### config.mk
export PLATFORM = sky130hd
export DESIGN_NAME = text_markup_color_tag_parser_unit
export DESIGN_NICKNAME = d
export VERILOG_FILES = /design/src/rtl/tmcp_pkg.sv /design/src/rtl/text_markup_color_tag_parser_unit.sv /design/src/rtl/tmcp_ram.sv /design/src/rtl/tmcp_front.sv /design/src/rtl/tmcp_queue.sv /design/src/rtl/tmcp_back.sv
export SDC_FILE = /design/constraint.sdc
export NUM_CORES = 2
export LEC_CHECK = 0
export CORE_MARGIN = 10
export CORE_UTILIZATION = 39
export DETAILED_ROUTE_END_ITERATION = 16
export DONT_BUFFER_PORTS = 1
export PLACE_DENSITY = 0.52
export SLEW_MARGIN = 20
export SYNTH_ARGS = -nofsm -noshare
export SYNTH_HDL_FRONTEND = slang
export SYNTH_HIERARCHICAL = 1
export SYNTH_SLANG_ARGS = --single-unit
### constraint.sdc
create_clock -name aclk -period 11.6 [get_ports aclk]
set_clock_uncertainty 0.1 [all_clocks]
set_input_delay 2.32 -clock aclk [delete_from_list [all_inputs] [get_ports aclk]]
set_output_delay 2.32 -clock aclk [all_outputs]
set_load 0.03 [all_outputs]
### src/rtl/tmcp_pkg.sv
// ----------------------------------------------------------------------------
// tmcp_pkg
// Shared types and constants of the color-tag text markup parser: the stack
// geometry, the work item passed from the parser front to the event back end.
// ----------------------------------------------------------------------------
package tmcp_pkg;

    localparam int STACK_DEPTH   = 32;
    localparam int STACK_ENTRIES = STACK_DEPTH - 1;
    localparam int LEVEL_W       = $clog2(STACK_DEPTH);
    localparam int STACK_ADDR_W  = (STACK_ENTRIES > 1) ? $clog2(STACK_ENTRIES) : 1;

    localparam logic [LEVEL_W-1:0] MAX_LEVEL = LEVEL_W'(STACK_ENTRIES);
    localparam logic [LEVEL_W-1:0] TOP_ENTRY = LEVEL_W'(STACK_ENTRIES - 1);

    localparam int COLOR_W = 32;
    localparam int CP_W    = 16;
    localparam int HEX_W   = 24;

    localparam logic [COLOR_W-HEX_W-1:0] COLOR_ALPHA     = '1;
    localparam logic [COLOR_W-1:0]       BASE_COLOR_INIT = '1;

    localparam int MAX_RESULTS = 3;
    localparam int COUNT_W     = 2;

    localparam int QUEUE_DEPTH = 4;
    localparam int QUEUE_PTR_W = $clog2(QUEUE_DEPTH);

    localparam logic KIND_GLYPH = 1'b0;
    localparam logic KIND_BREAK = 1'b1;

    typedef enum logic [1:0] {
        OP_NONE,
        OP_PUSH,
        OP_POP,
        OP_CLEAR
    } stack_op_t;

    typedef struct packed {
        logic            kind;
        logic [CP_W-1:0] code_point;
    } result_t;

    // One accepted byte's worth of work for the back end.
    typedef struct packed {
        stack_op_t                    op;
        logic [HEX_W-1:0]             push_value;
        logic [COUNT_W-1:0]           count;
        result_t [MAX_RESULTS-1:0]    slots;
    } work_t;

endpackage

### src/rtl/text_markup_color_tag_parser_unit.sv
// ----------------------------------------------------------------------------
// text_markup_color_tag_parser_unit
// Color-tag markup parser: text bytes in, glyph and line-break events out.
// ----------------------------------------------------------------------------
// Feed the text one byte per item on the s_ channel, with s_tlast on the final
// byte of a string. The unit accepts one byte per cycle while the queue has
// room; each byte gives zero to three events, and the back end sends one event
// per cycle from its single output register while m_tready is high. A byte
// that only opens or closes a color tag is retired without using the output.
// Bytes that produce nothing and touch no color are absorbed by the parser
// alone. A four-item queue decouples the parser from the event side, so input
// keeps flowing while m_tready is low until the queue fills. Each event carries
// the color on top of the stack when its byte arrived; \c[ followed by seven
// body bytes pushes 0xFF000000 | (leading hex digits), \ce pops, and level zero
// shows base_color. The stack entries need no clearing after reset. Write
// base_color through the cfg_ channel only while the unit is idle.
// ----------------------------------------------------------------------------
module text_markup_color_tag_parser_unit (
    input  logic        aclk,
    input  logic        aresetn,

    // configuration: base_color
    input  logic        cfg_valid,
    output logic        cfg_ready,
    input  logic [31:0] cfg_data,

    // text bytes
    input  logic        s_tvalid,
    output logic        s_tready,
    input  logic [7:0]  s_tdata,    // [7:0] text_byte
    input  logic        s_tlast,    // end_of_text

    // events
    output logic        m_tvalid,
    input  logic        m_tready,
    output logic [47:0] m_tdata,    // [15:0] code_point, [47:16] glyph_color
    output logic [0:0]  m_tuser,    // [0] event_kind (0 glyph, 1 line break)
    output logic        m_tlast     // last_of_run
);
    import tmcp_pkg::*;

    logic  fq_push;
    work_t fq_data;
    logic  fq_full;
    logic  fq_pop;
    logic  fq_valid;
    work_t fq_head;

    // Parse bytes into work items.
    tmcp_front u_front (
        .aclk     (aclk),
        .aresetn  (aresetn),
        .s_tvalid (s_tvalid),
        .s_tready (s_tready),
        .s_tdata  (s_tdata),
        .s_tlast  (s_tlast),
        .q_push   (fq_push),
        .q_data   (fq_data),
        .q_full   (fq_full)
    );

    // Hold work items until the event side can take them.
    tmcp_queue u_queue (
        .aclk       (aclk),
        .aresetn    (aresetn),
        .push       (fq_push),
        .push_data  (fq_data),
        .full       (fq_full),
        .pop        (fq_pop),
        .head_valid (fq_valid),
        .head_data  (fq_head)
    );

    // Send events and advance the color stack.
    tmcp_back u_back (
        .aclk      (aclk),
        .aresetn   (aresetn),
        .cfg_valid (cfg_valid),
        .cfg_ready (cfg_ready),
        .cfg_data  (cfg_data),
        .q_valid   (fq_valid),
        .q_head    (fq_head),
        .q_pop     (fq_pop),
        .m_tvalid  (m_tvalid),
        .m_tready  (m_tready),
        .m_tdata   (m_tdata),
        .m_tuser   (m_tuser),
        .m_tlast   (m_tlast)
    );

endmodule

### src/rtl/tmcp_ram.sv
// ----------------------------------------------------------------------------
// tmcp_ram
// Generic single-write, single-read RAM with registered read data.
// ----------------------------------------------------------------------------
module tmcp_ram #(
    parameter int WIDTH = 32,
    parameter int DEPTH = 31
) (
    input  logic                                         aclk,
    input  logic                                         wr_en,
    input  logic [((DEPTH > 1) ? $clog2(DEPTH) : 1)-1:0] wr_addr,
    input  logic [WIDTH-1:0]                             wr_data,
    input  logic [((DEPTH > 1) ? $clog2(DEPTH) : 1)-1:0] rd_addr,
    output logic [WIDTH-1:0]                             rd_data
);

    logic [WIDTH-1:0] mem [DEPTH];
    logic [WIDTH-1:0] rd_data_reg;

    always_ff @(posedge aclk) begin
        if (wr_en) begin
            mem[wr_addr] <= wr_data;
        end
        rd_data_reg <= mem[rd_addr];
    end

    assign rd_data = rd_data_reg;

endmodule

### src/rtl/tmcp_front.sv
// ----------------------------------------------------------------------------
// tmcp_front
// Byte parser: tracks escape, tag and UTF-8 state, and turns each accepted
// byte into a work item holding its events and its stack operation.
// ----------------------------------------------------------------------------
module tmcp_front (
    input  logic           aclk,
    input  logic           aresetn,
    input  logic           s_tvalid,
    output logic           s_tready,
    input  logic [7:0]     s_tdata,     // [7:0] text_byte
    input  logic           s_tlast,     // end_of_text
    output logic           q_push,
    output tmcp_pkg::work_t q_data,
    input  logic           q_full
);
    import tmcp_pkg::*;

    typedef enum logic [2:0] {
        MODE_IDLE,
        MODE_BSL,
        MODE_BSL_C,
        MODE_TAG,
        MODE_UTF8
    } mode_t;

    localparam logic [7:0] CHAR_NEWLINE   = 8'h0A;
    localparam logic [7:0] CHAR_BACKSLASH = 8'h5C;
    localparam logic [7:0] CHAR_C         = 8'h63;
    localparam logic [7:0] CHAR_E         = 8'h65;
    localparam logic [7:0] CHAR_LBRACKET  = 8'h5B;
    localparam logic [2:0] HEX_DIGITS_MAX = 3'd6;
    localparam logic [2:0] TAG_LAST_BYTE  = 3'd6;

    mode_t             mode_reg, mode_next;
    logic [2:0]        skip_reg, skip_next;
    logic [HEX_W-1:0]  hex_reg, hex_next;
    logic              stop_reg, stop_next;
    logic [CP_W-1:0]   u8v_reg, u8v_next;
    logic [1:0]        u8r_reg, u8r_next;

    logic              accept;
    logic              fresh_en;
    logic [1:0]        u8r_dec;
    logic [CP_W-1:0]   u8v_merged;
    work_t             work;

    function automatic logic is_hex(input logic [7:0] b);
        is_hex = (b >= 8'h30 && b <= 8'h39) || (b >= 8'h61 && b <= 8'h66) ||
                 (b >= 8'h41 && b <= 8'h46);
    endfunction

    function automatic logic [3:0] hex_val(input logic [7:0] b);
        logic [7:0] v;
        if (b <= 8'h39) begin
            v = b - 8'h30;
        end else if (b >= 8'h61) begin
            v = b - 8'h57;
        end else begin
            v = b - 8'h37;
        end
        hex_val = v[3:0];
    endfunction

    function automatic work_t add_result(input work_t w, input logic kind,
                                         input logic [CP_W-1:0] cp);
        work_t r;
        r = w;
        case (w.count)
            2'd0:    r.slots[0] = '{kind: kind, code_point: cp};
            2'd1:    r.slots[1] = '{kind: kind, code_point: cp};
            default: r.slots[2] = '{kind: kind, code_point: cp};
        endcase
        r.count = w.count + COUNT_W'(1);
        add_result = r;
    endfunction

    assign s_tready = !q_full;
    assign accept   = s_tvalid && s_tready;

    always_comb begin
        mode_next  = mode_reg;
        skip_next  = skip_reg;
        hex_next   = hex_reg;
        stop_next  = stop_reg;
        u8v_next   = u8v_reg;
        u8r_next   = u8r_reg;
        fresh_en   = 1'b0;
        u8r_dec    = u8r_reg;
        u8v_merged = u8v_reg;
        work       = '0;
        work.op    = OP_NONE;

        case (mode_reg)
            MODE_BSL: begin
                if (s_tdata == CHAR_C) begin
                    mode_next = MODE_BSL_C;
                end else begin
                    work     = add_result(work, KIND_GLYPH, CP_W'(CHAR_BACKSLASH));
                    fresh_en = 1'b1;
                end
            end
            MODE_BSL_C: begin
                if (s_tdata == CHAR_LBRACKET) begin
                    mode_next = MODE_TAG;
                    skip_next = '0;
                    hex_next  = '0;
                    stop_next = 1'b0;
                end else if (s_tdata == CHAR_E) begin
                    mode_next = MODE_IDLE;
                    work.op   = OP_POP;
                end else begin
                    work     = add_result(work, KIND_GLYPH, CP_W'(CHAR_BACKSLASH));
                    work     = add_result(work, KIND_GLYPH, CP_W'(CHAR_C));
                    fresh_en = 1'b1;
                end
            end
            MODE_TAG: begin
                if (skip_reg < HEX_DIGITS_MAX && !stop_reg) begin
                    if (is_hex(s_tdata)) begin
                        hex_next = {hex_reg[HEX_W-5:0], hex_val(s_tdata)};
                    end else begin
                        stop_next = 1'b1;
                    end
                end
                skip_next = skip_reg + 3'd1;
                if (skip_reg >= TAG_LAST_BYTE) begin
                    work.op         = OP_PUSH;
                    work.push_value = hex_next;
                    mode_next       = MODE_IDLE;
                    skip_next       = '0;
                    hex_next        = '0;
                    stop_next       = 1'b0;
                end
            end
            MODE_UTF8: begin
                if (u8r_reg != 2'd0) begin
                    u8r_dec = u8r_reg - 2'd1;
                    if (u8r_dec == 2'd1) begin
                        u8v_merged = u8v_reg | {4'd0, s_tdata[5:0], 6'd0};
                    end else begin
                        u8v_merged = u8v_reg | {10'd0, s_tdata[5:0]};
                    end
                end
                u8r_next = u8r_dec;
                u8v_next = u8v_merged;
                if (u8r_dec == 2'd0) begin
                    mode_next = MODE_IDLE;
                    work      = add_result(work, KIND_GLYPH, u8v_merged);
                    u8v_next  = '0;
                end
            end
            default: begin
                fresh_en = 1'b1;
            end
        endcase

        // Start a new character from this byte.
        if (fresh_en) begin
            mode_next = MODE_IDLE;
            if (s_tdata == CHAR_NEWLINE) begin
                work = add_result(work, KIND_BREAK, '0);
            end else if (s_tdata == CHAR_BACKSLASH) begin
                mode_next = MODE_BSL;
            end else if ((s_tdata & 8'hE0) == 8'hC0) begin
                u8v_next  = {5'd0, s_tdata[4:0], 6'd0};
                u8r_next  = 2'd1;
                mode_next = MODE_UTF8;
            end else if ((s_tdata & 8'hF0) == 8'hE0) begin
                u8v_next  = {s_tdata[3:0], 12'd0};
                u8r_next  = 2'd2;
                mode_next = MODE_UTF8;
            end else begin
                work = add_result(work, KIND_GLYPH, CP_W'(s_tdata));
            end
        end

        // Flush pending bytes, drop an open tag, reset everything.
        if (s_tlast) begin
            case (mode_next)
                MODE_BSL: begin
                    work = add_result(work, KIND_GLYPH, CP_W'(CHAR_BACKSLASH));
                end
                MODE_BSL_C: begin
                    work = add_result(work, KIND_GLYPH, CP_W'(CHAR_BACKSLASH));
                    work = add_result(work, KIND_GLYPH, CP_W'(CHAR_C));
                end
                MODE_UTF8: begin
                    work = add_result(work, KIND_GLYPH, u8v_next);
                end
                default: begin
                end
            endcase
            mode_next = MODE_IDLE;
            skip_next = '0;
            hex_next  = '0;
            stop_next = 1'b0;
            u8v_next  = '0;
            u8r_next  = '0;
            work.op   = OP_CLEAR;
        end
    end

    assign q_push = accept && (work.count != '0 || work.op != OP_NONE);
    assign q_data = work;

    always_ff @(posedge aclk) begin
        if (!aresetn) begin
            mode_reg <= MODE_IDLE;
            skip_reg <= '0;
            hex_reg  <= '0;
            stop_reg <= 1'b0;
            u8v_reg  <= '0;
            u8r_reg  <= '0;
        end else if (accept) begin
            mode_reg <= mode_next;
            skip_reg <= skip_next;
            hex_reg  <= hex_next;
            stop_reg <= stop_next;
            u8v_reg  <= u8v_next;
            u8r_reg  <= u8r_next;
        end
    end

endmodule

### src/rtl/tmcp_queue.sv
// ----------------------------------------------------------------------------
// tmcp_queue
// Short work queue between the parser front and the event back end.
// ----------------------------------------------------------------------------
module tmcp_queue (
    input  logic            aclk,
    input  logic            aresetn,
    input  logic            push,
    input  tmcp_pkg::work_t push_data,
    output logic            full,
    input  logic            pop,
    output logic            head_valid,
    output tmcp_pkg::work_t head_data
);
    import tmcp_pkg::*;

    work_t                  slot_reg [QUEUE_DEPTH];
    logic [QUEUE_PTR_W-1:0] wr_ptr_reg, wr_ptr_next;
    logic [QUEUE_PTR_W-1:0] rd_ptr_reg, rd_ptr_next;
    logic [QUEUE_PTR_W:0]   fill_reg, fill_next;
    logic                   do_push, do_pop;

    assign full       = (fill_reg == (QUEUE_PTR_W+1)'(QUEUE_DEPTH));
    assign head_valid = (fill_reg != '0);
    assign head_data  = slot_reg[rd_ptr_reg];
    assign do_push    = push && !full;
    assign do_pop     = pop && head_valid;

    always_comb begin
        wr_ptr_next = do_push ? wr_ptr_reg + QUEUE_PTR_W'(1) : wr_ptr_reg;
        rd_ptr_next = do_pop  ? rd_ptr_reg + QUEUE_PTR_W'(1) : rd_ptr_reg;
        fill_next   = fill_reg;
        if (do_push && !do_pop) begin
            fill_next = fill_reg + (QUEUE_PTR_W+1)'(1);
        end else if (do_pop && !do_push) begin
            fill_next = fill_reg - (QUEUE_PTR_W+1)'(1);
        end
    end

    always_ff @(posedge aclk) begin
        if (do_push) begin
            slot_reg[wr_ptr_reg] <= push_data;
        end
        if (!aresetn) begin
            wr_ptr_reg <= '0;
            rd_ptr_reg <= '0;
            fill_reg   <= '0;
        end else begin
            wr_ptr_reg <= wr_ptr_next;
            rd_ptr_reg <= rd_ptr_next;
            fill_reg   <= fill_next;
        end
    end

endmodule

### src/rtl/tmcp_back.sv
// ----------------------------------------------------------------------------
// tmcp_back
// Event back end: owns the color stack and the base color register, sends the
// item events one per cycle while the output is free, then applies its stack operation.
// ----------------------------------------------------------------------------
module tmcp_back (
    input  logic            aclk,
    input  logic            aresetn,
    input  logic            cfg_valid,
    output logic            cfg_ready,
    input  logic [31:0]     cfg_data,
    input  logic            q_valid,
    input  tmcp_pkg::work_t q_head,
    output logic            q_pop,
    output logic            m_tvalid,
    input  logic            m_tready,
    output logic [47:0]     m_tdata,    // [15:0] code_point, [47:16] glyph_color
    output logic [0:0]      m_tuser,    // [0] event_kind
    output logic            m_tlast     // last_of_run
);
    import tmcp_pkg::*;

    logic [COLOR_W-1:0]      base_color_reg;
    logic [LEVEL_W-1:0]      level_reg, level_next;
    logic [COLOR_W-1:0]      top_reg, top_next;
    logic [COUNT_W-1:0]      idx_reg, idx_next;

    logic                    m_valid_reg;
    logic [CP_W-1:0]         m_cp_reg;
    logic [COLOR_W-1:0]      m_color_reg;
    logic                    m_kind_reg;
    logic                    m_last_reg;

    logic                    out_free;
    logic                    emit_en;
    logic                    count_last;
    result_t                 head_slot;
    logic [COLOR_W-1:0]      cur_color;

    logic                    wr_en;
    logic [STACK_ADDR_W-1:0] wr_addr;
    logic [COLOR_W-1:0]      wr_data;
    logic [LEVEL_W-1:0]      rd_level;
    logic [STACK_ADDR_W-1:0] rd_addr;
    logic [COLOR_W-1:0]      rd_data;

    // Stack entries, top included; read address tracks the entry under the new top.
    tmcp_ram #(
        .WIDTH (COLOR_W),
        .DEPTH (STACK_ENTRIES)
    ) u_stack_ram (
        .aclk    (aclk),
        .wr_en   (wr_en),
        .wr_addr (wr_addr),
        .wr_data (wr_data),
        .rd_addr (rd_addr),
        .rd_data (rd_data)
    );

    assign cfg_ready = 1'b1;
    assign out_free  = !m_valid_reg || m_tready;
    assign cur_color = (level_reg == '0) ? base_color_reg : top_reg;

    always_comb begin
        case (idx_reg)
            2'd1:    head_slot = q_head.slots[1];
            2'd2:    head_slot = q_head.slots[2];
            default: head_slot = q_head.slots[0];
        endcase
        count_last = (idx_reg == q_head.count - COUNT_W'(1));
        emit_en    = q_valid && (q_head.count != '0) && out_free;
        q_pop      = q_valid && ((q_head.count == '0) || (emit_en && count_last));

        idx_next = idx_reg;
        if (emit_en) begin
            idx_next = count_last ? '0 : idx_reg + COUNT_W'(1);
        end

        level_next = level_reg;
        top_next   = top_reg;
        wr_en      = 1'b0;
        wr_addr    = level_reg[STACK_ADDR_W-1:0];
        wr_data    = {COLOR_ALPHA, q_head.push_value};
        if (q_pop) begin
            case (q_head.op)
                OP_PUSH: begin
                    wr_en    = 1'b1;
                    top_next = wr_data;
                    if (level_reg < MAX_LEVEL) begin
                        level_next = level_reg + LEVEL_W'(1);
                    end else begin
                        wr_addr = TOP_ENTRY[STACK_ADDR_W-1:0];
                    end
                end
                OP_POP: begin
                    if (level_reg != '0) begin
                        level_next = level_reg - LEVEL_W'(1);
                        top_next   = rd_data;
                    end
                end
                OP_CLEAR: begin
                    level_next = '0;
                end
                default: begin
                end
            endcase
        end

        rd_level = level_next - LEVEL_W'(2);
        rd_addr  = rd_level[STACK_ADDR_W-1:0];
    end

    always_ff @(posedge aclk) begin
        if (emit_en) begin
            m_cp_reg    <= head_slot.code_point;
            m_kind_reg  <= head_slot.kind;
            m_color_reg <= cur_color;
            m_last_reg  <= count_last;
        end
        top_reg <= top_next;
        if (!aresetn) begin
            base_color_reg <= BASE_COLOR_INIT;
            level_reg      <= '0;
            idx_reg        <= '0;
            m_valid_reg    <= 1'b0;
        end else begin
            if (cfg_valid) begin
                base_color_reg <= cfg_data;
            end
            level_reg <= level_next;
            idx_reg   <= idx_next;
            if (emit_en) begin
                m_valid_reg <= 1'b1;
            end else if (m_tready) begin
                m_valid_reg <= 1'b0;
            end
        end
    end

    assign m_tvalid   = m_valid_reg;
    assign m_tdata    = {m_color_reg, m_cp_reg};
    assign m_tuser[0] = m_kind_reg;
    assign m_tlast    = m_last_reg;

    a_clear_empties: assert property (@(posedge aclk) disable iff (!aresetn)
        (q_pop && q_head.op == OP_CLEAR) |=> (level_reg == '0))
        else $error("stack level not zero after clear");

    a_push_grows: assert property (@(posedge aclk) disable iff (!aresetn)
        (q_pop && q_head.op == OP_PUSH && level_reg < MAX_LEVEL)
        |=> (level_reg == $past(level_reg) + LEVEL_W'(1)))
        else $error("push below full did not raise the level");

    a_slot_in_range: assert property (@(posedge aclk) disable iff (!aresetn)
        (q_valid && idx_reg != '0) |-> (idx_reg < q_head.count))
        else $error("event slot index beyond item event count");

    a_last_pops: assert property (@(posedge aclk) disable iff (!aresetn)
        (emit_en && count_last) |-> q_pop)
        else $error("last event sent without retiring its item");

    a_emit_shows: assert property (@(posedge aclk) disable iff (!aresetn)
        emit_en |=> (m_valid_reg && m_last_reg == $past(count_last)))
        else $error("loaded event not presented");

endmodule

# Yosys cells after proc, flatten, opt, wreduce, memory -nomap -nowiden
# Memories as Yosys holds them, arrays and structs flattened. A register that Yosys moved wholly into a read port is not among the register bits.
# Cells that the tools add are included.
[op_classes] reduce_logical=47 order_cmp=9 bitwise=2 n_mux=107 n_eq_ne=29 addsub=17
[ops] op="two-way mux 53 bit" count=6
[ops] op="one-hot mux 53 bit (3 select lines)" count=2
[ops] op="two-way mux 17 bit" count=15
[ops] op="two-way mux 16 bit" count=10
[ops] op="two-way mux 79 bit" count=2
[ops] op="two-way mux 24 bit" count=5
[ops] op="two-way mux 52 bit" count=2
[ops] op="one-hot mux 26 bit (4 select lines)" count=1
[ops] op="two-way mux 32 bit" count=2
[ops] op="one-hot mux 32 bit (2 select lines)" count=1
[ops] op="two-way mux 3 bit" count=16
[ops] op="one-hot mux 24 bit (2 select lines)" count=1
[ops] op="one-hot mux 17 bit (2 select lines)" count=1
[ops] op="equality test 8 x 7 -> 1 bit (second input constant)" count=4
[ops] op="two-way mux 5 bit" count=6
[ops] op="two-way mux 2 bit" count=13
[ops] op="two-way mux 25 bit" count=1
[ops] op=">= comparator 8 x 7 -> 1 bit (second input constant)" count=2
[ops] op="less-or-equal comparator 8 x 7 -> 1 bit (second input constant)" count=2
[ops] op="two-way mux 1 bit" count=16
[ops] op="bitwise OR 16 x 12 -> 16 bit" count=1
[ops] op="bitwise OR 16 x 6 -> 16 bit" count=1
[ops] op="one-hot mux 5 bit (3 select lines)" count=1
[ops] op="logical AND 1 bit" count=14
[ops] op="41 further kinds" count=86
[word_totals] ramBits=1060 wordCells=232 n_memories=2 inputBits=46 register_bits=210
[mem_list] memory="u_back.u_stack_ram.mem" depth=31 word_bits=24 read_ports=1 rd_ports_with_merged_regs=1 write_ports=1 line_no="tmcp_ram.sv:17" source="logic [WIDTH-1:0] mem [DEPTH];"
[mem_list] memory="u_queue.slot_reg" depth=4 word_bits=79 read_ports=1 rd_ports_with_merged_regs=1 write_ports=1 line_no="tmcp_queue.sv:17" source="work_t slot_reg [QUEUE_DEPTH];"

# Logic depth before layout (Yosys ltp)
[logic_depth] word_depth=28 ltp_mapped=22 mapped_depth_nobuf=20

# Hierarchy
# The synthesis kept the hierarchy.
[by_module_without_submodules] module="tmcp_ram" seq_area_each_um2=30429.2 area_each_um2=38692.1 cells_per_inst=1915 instances=1
[by_module_without_submodules] module="tmcp_queue" seq_area_each_um2=9669.3 area_each_um2=11855.1 cells_per_inst=461 instances=1
[by_module_without_submodules] module="tmcp_back" seq_area_each_um2=3263.1 area_each_um2=5385.2 cells_per_inst=421 instances=1
[by_module_without_submodules] module="tmcp_front" seq_area_each_um2=980.9 area_each_um2=4082.7 cells_per_inst=555 instances=1

# Worst setup path after synthesis
# No wires, ideal clock.
[synth_timing] kind="input to register" startpoint="input port s_tdata[3]" endpoint="memory u_queue/slot_reg[0][0] (netlist name) (enable)" t_required_ns=11.054 t_arrival_ns=7.281 setup_slack_ns=3.773 stages=16 setup_ns=0.446 path_cell_list="buf_2 -> or4b_1 -> buf_2 -> or4_4 -> a2bb2oi_4 -> buf_4 -> nor2_1 -> xnor2_2 -> inv_1 -> ha_1 -> nor3_1 -> o2bb2ai_1 -> a41oi_1 -> nor2b_1 -> clkbuf_1 -> and2_1"
[synth_between] elab_chain_cells=20
[synth_lines] item="start, declared" line_no="text_markup_color_tag_parser_unit.sv:30" source="input logic [7:0] s_tdata,"
[synth_lines] item="equality test 8 x 7 -> 1 bit" line_no="tmcp_front.sv:109" source="end else if (s_tdata == CHAR_E) begin"
[synth_lines] item="two-way mux 53 bit" line_no="tmcp_front.sv:109"
[synth_lines] item="two-way mux 79 bit" line_no="tmcp_front.sv:104" source="if (s_tdata == CHAR_LBRACKET) begin"
[synth_lines] item="one-hot mux 53 bit (3 select lines)" line_no="tmcp_front.sv:94" source="case (mode_reg)"
[synth_lines] item="adder 2 x 1 -> 2 bit" line_no="tmcp_front.sv:74" source="r.count = w.count + COUNT_W'(1);"
[synth_lines] item="two-way mux 53 bit" line_no="tmcp_front.sv:169" source="end else if ((s_tdata & 8'hF0) == 8'hE0) begin"
[synth_lines] item="two-way mux 53 bit" line_no="tmcp_front.sv:165" source="end else if ((s_tdata & 8'hE0) == 8'hC0) begin"
[synth_lines] item="two-way mux 53 bit" line_no="tmcp_front.sv:163" source="end else if (s_tdata == CHAR_BACKSLASH) begin"
[synth_lines] item="[... 6 more ...]"
[synth_lines] item="nonzero test 2 bit" line_no="tmcp_front.sv:204" source="assign q_push = accept && (work.count != '0 || work.op != OP_NONE);"
[synth_lines] item="logical OR 1 bit *" line_no="tmcp_front.sv:204"
[synth_lines] item="logical AND 1 bit *" line_no="tmcp_front.sv:204"
[synth_lines] item="via fq_push" line_no="text_markup_color_tag_parser_unit.sv:42" source="logic fq_push;"
[synth_lines] item="logical AND 1 bit *" line_no="tmcp_queue.sv:26" source="assign do_push = push && !full;"
[synth_lines] item="via u_queue.do_push" line_no="tmcp_queue.sv:21" source="logic do_push, do_pop;"
[synth_lines] item="two-way mux 1 bit *" line_no="tmcp_queue.sv:41" source="if (do_push) begin"
[synth_lines] item="two-way mux 1 bit (not written as such) *" line_no="tmcp_queue.sv:42" source="slot_reg[wr_ptr_reg] <= push_data;"
[synth_lines] item="end, declared" line_no="tmcp_queue.sv:17"
# The timed path passes the listed nets; every way through them passes the cells marked *.

==> impl_metrics.toml <==
[power_and_ir_drop]
peakVddDrop_mv = 0.1675
static_power_due_to_leakage_nw = 22.70
power_per_cell_area_nw_per_um2 = 207.4
power_mw = 14.20

[logic_synthesis]
synth-seq-area-share_pct = 73.89
netlist.top_cell.by_area = "edfxtp_1"
ys_top_cells_by_area = "edfxtp_1 70%, mux4_2 7.5%, mux2i_1 5.3%"
synth_warnings = 6
synth.distinct_cells = 90
postSynthRegisterBits = 1520
yosys_most_used_dff = "edfxtp_1"
number_of_enable_type_register_cells_in_the_synthesized_netlist = 1390
netlist_area_um2 = 60020
synth_largest_type_area_fraction_pct = 69.55
async_flop_share_pct = 0
avgSynthCellArea_um2 = 17.90
synthCells = 3352

[clock_network]
tritoncts = "built"
clk_root_buffer_cell = "clkbuf_16"
post_cts.resized_instances = 0
clkTransAtPathRegs_ns = 0.06
buffer_count_from_post_cts_setup_fixing = 0
clkLatencyLatePin_ns = 0.78
tritoncts_num_sinks = 1520
ctsHoldBuffers = 0
cts_max_level = 4
max-clock-path-buffers = 3
cts_inserted_buffers = 162

[worst_setup_path]
cp_data_arrival_time_ns = 7.60
count_of_buffering_cells_on_the_critical_path_with_inverters_included = 5
critical_path_required_ns = 12.12
worst-setup-path-type = "register to register"
path_depth = 16
cp_cell_sequence = "buf_4, mux4_2, inv_1, ha_1, xor2_1, a31oi_1, nor2_1, a22oi_2, buf_4, ha_1, inv_8, buf_4, mux2i_1, o22ai_1, nor4_1, o211ai_1"
setup.reg_to_reg.worst_slack_ns = 4.52
timing.critical_path.fanout_max = 105
cpMostUsedCell = "buf_4"
slowest_stage = "nor4_1"
worst_setup_path_end_kind = "register"
worst_setup_path_endpoint = "u_back/u_stack_ram/rd_data[28]$_DFF_P_"
end_of_the_worst_register_to_register_path = "u_back/u_stack_ram/rd_data[28]$_DFF_P_"
worstSetupStartpointType = "register"
ff2ff_path_depth = 16
cpPeakStageDelay_ns = 0.86
crit_family = "buffers and inverters"

[sta]
totalNegativeSetupSlack_ns = 0
timing_worst_slew_pin_value_ns = 1.123
rsz0062_at_grt = "false"
slew_headroom_pct = 24.77
timing_max_transition_violations_final = 0
count_of_final_hold_check_violations = 0
timing.fmax_mhz = 141.3
fin_crit_ns = 7.079
setup_viol = 0
fin_crit_sh_pct = 61.02

[layout]
layout.nets = 3724
post_route_cells_drive_above_1_share_pct = 16.91
layout_common_cells = "1390 x edfxtp_1, 315 x mux2i_1, 250 x conb_1"
flow.area_growth_from_synthesis_pct = 14.08
largest_register_ff_count = 992
leading_cell_type_in_the_layout_fill_and_taps_excluded = "edfxtp_1"

[route]
via_per_inst = 5.359
dr_total_vias = 31210
drc = 0
ant_nets = 0
wl_per_cell_um = 25.73
drtIter0Drc = 2934
finalWirelength_um = 149900
drt_pass1_iterations = 5

[floorplan]
die_y_um = 412.3
die-area_um2 = 170000
num_io_pins = 99
floorplan.initialDensity_pct = 39.37
die_boundary_width_um = 412.3
std_cell_rows = 143
core_region_area_um2 = 152400

[placement]
input_output_buffers = 0
global_placement_routability_congestion = 0.9113
post-dp-hpwl_um = 87430

[global_route]
first_global_vias = 31550
track_usage_pct = 17.48
number_of_antenna_violations_at_the_first_check_in_global_routing = 3
grt_overflow_total = 0
grt_first_pass_wirelength_um = 220800
grt_start_max_net_pins = 106

[outcome]
outcome = "completed"

[job]
drv.max_cap_violation_count = 0

[worst_hold_path]
hold_path.class = "register to register"
report_power, final:
group / leakage, nW / internal (mW) / switching [mW]
registers: 13.8 / 6.65 / 0.266
clock network: 2.51 / 2.79 / 2.16
logic: 6.41 / 0.858 / 1.47
through the flow:
stage / instances / worst slack [ns] / hold WS [ns] / util (%) / area (um^2)
3_3_place_gp: 5520 / 3.977 / 0.3475 / 41.53 / 63310
4_1_cts: 5821 / 4.377 / 0.3712 / 44.91 / 68460
6_report: 5824 / 4.521 / 0.3665 / 44.91 / 68470
3_5_place_dp: 5520 / 3.932 / 0.3549 / 41.53 / 63310
5_1_grt: 5821 / 4.051 / 0.3891 / 44.91 / 68460
2_1_floorplan: 3600 / 3.773 / 0.3355 / - / 60950
routing by layer:
| metal | GRT usage [%] | up-vias | wire (um) |
|---|---|---|---|
| li1 | - | 13830 | - |
| met1 | 23.96 | 16190 | 65630 |
| met2 | 28.73 | 964 | 72530 |
| met3 | 3.377 | 233 | 8609 |
| met4 | 4.154 | 0 | 3096 |
| met5 | 0 | - | 0 |
tightest hold or removal path: stages (launching register included):
cell     delay [ns]
dfxtp_1        0.32
mux2i_1        0.06
nand2_1        0.06
cell families after synthesis:
logic type               Yosys count  synth area share, %
other                              2              0.01251
flip-flops                      1520                73.89
AO/OA/AOI/OAI                    469                5.362
XOR/XNOR                          13               0.2022
buffers and inverters            231                2.076
multiplexers                     570                13.77
AND/OR/NAND/NOR                  523                4.176
adder cells (fa/ha/maj)           24               0.5129
Yosys cell counts (23+ instances only):
library cell and number:
mux4_2 199, dfxtp_1 130, o22ai_1 104, mux2i_1 315
edfxtp_1 1390, a22oi_1 73, nand2_1 161, buf_6 23
clkbuf_1 80, a21oi_1 62, o21ai_0 70, inv_1 40
buf_2 48, o211ai_1 29, nand3_1 45, ha_1 23
mux2_2 56, buf_4 23, nor2_1 153
how the worst min path moves through the flow:
stage                                           startpoint                                endpoint  slack (ns)  depth (start not counted)
floorplan            u_back/base_color_reg[0]$_SDFFE_PN1P_   u_back/base_color_reg[0]$_SDFFE_PN1P_        0.34                          2
finish              u_back/base_color_reg[21]$_SDFFE_PN1P_  u_back/base_color_reg[21]$_SDFFE_PN1P_        0.37                          2
global placement    u_back/base_color_reg[16]$_SDFFE_PN1P_  u_back/base_color_reg[16]$_SDFFE_PN1P_        0.35                          2
global route        u_back/base_color_reg[27]$_SDFFE_PN1P_  u_back/base_color_reg[27]$_SDFFE_PN1P_        0.39                          2
CTS                 u_back/base_color_reg[19]$_SDFFE_PN1P_  u_back/base_color_reg[19]$_SDFFE_PN1P_        0.37                          2
detailed placement  u_back/base_color_reg[23]$_SDFFE_PN1P_  u_back/base_color_reg[23]$_SDFFE_PN1P_        0.35                          2
area by class of cell:
class,instances,area (um^2)
Clock buffer,222,4429
Clock inverter,79,719.4
Inverter,41,161.4
Antenna cell,3,7.507
Sequential cell,1520,44350
Timing Repair Buffer,80,613.1
Fill cell,13300,83970
Tap cell,2030,2540
Multi-Input combinational cell,1849,15650
Note: power is estimated with default switching activity, not from simulation.
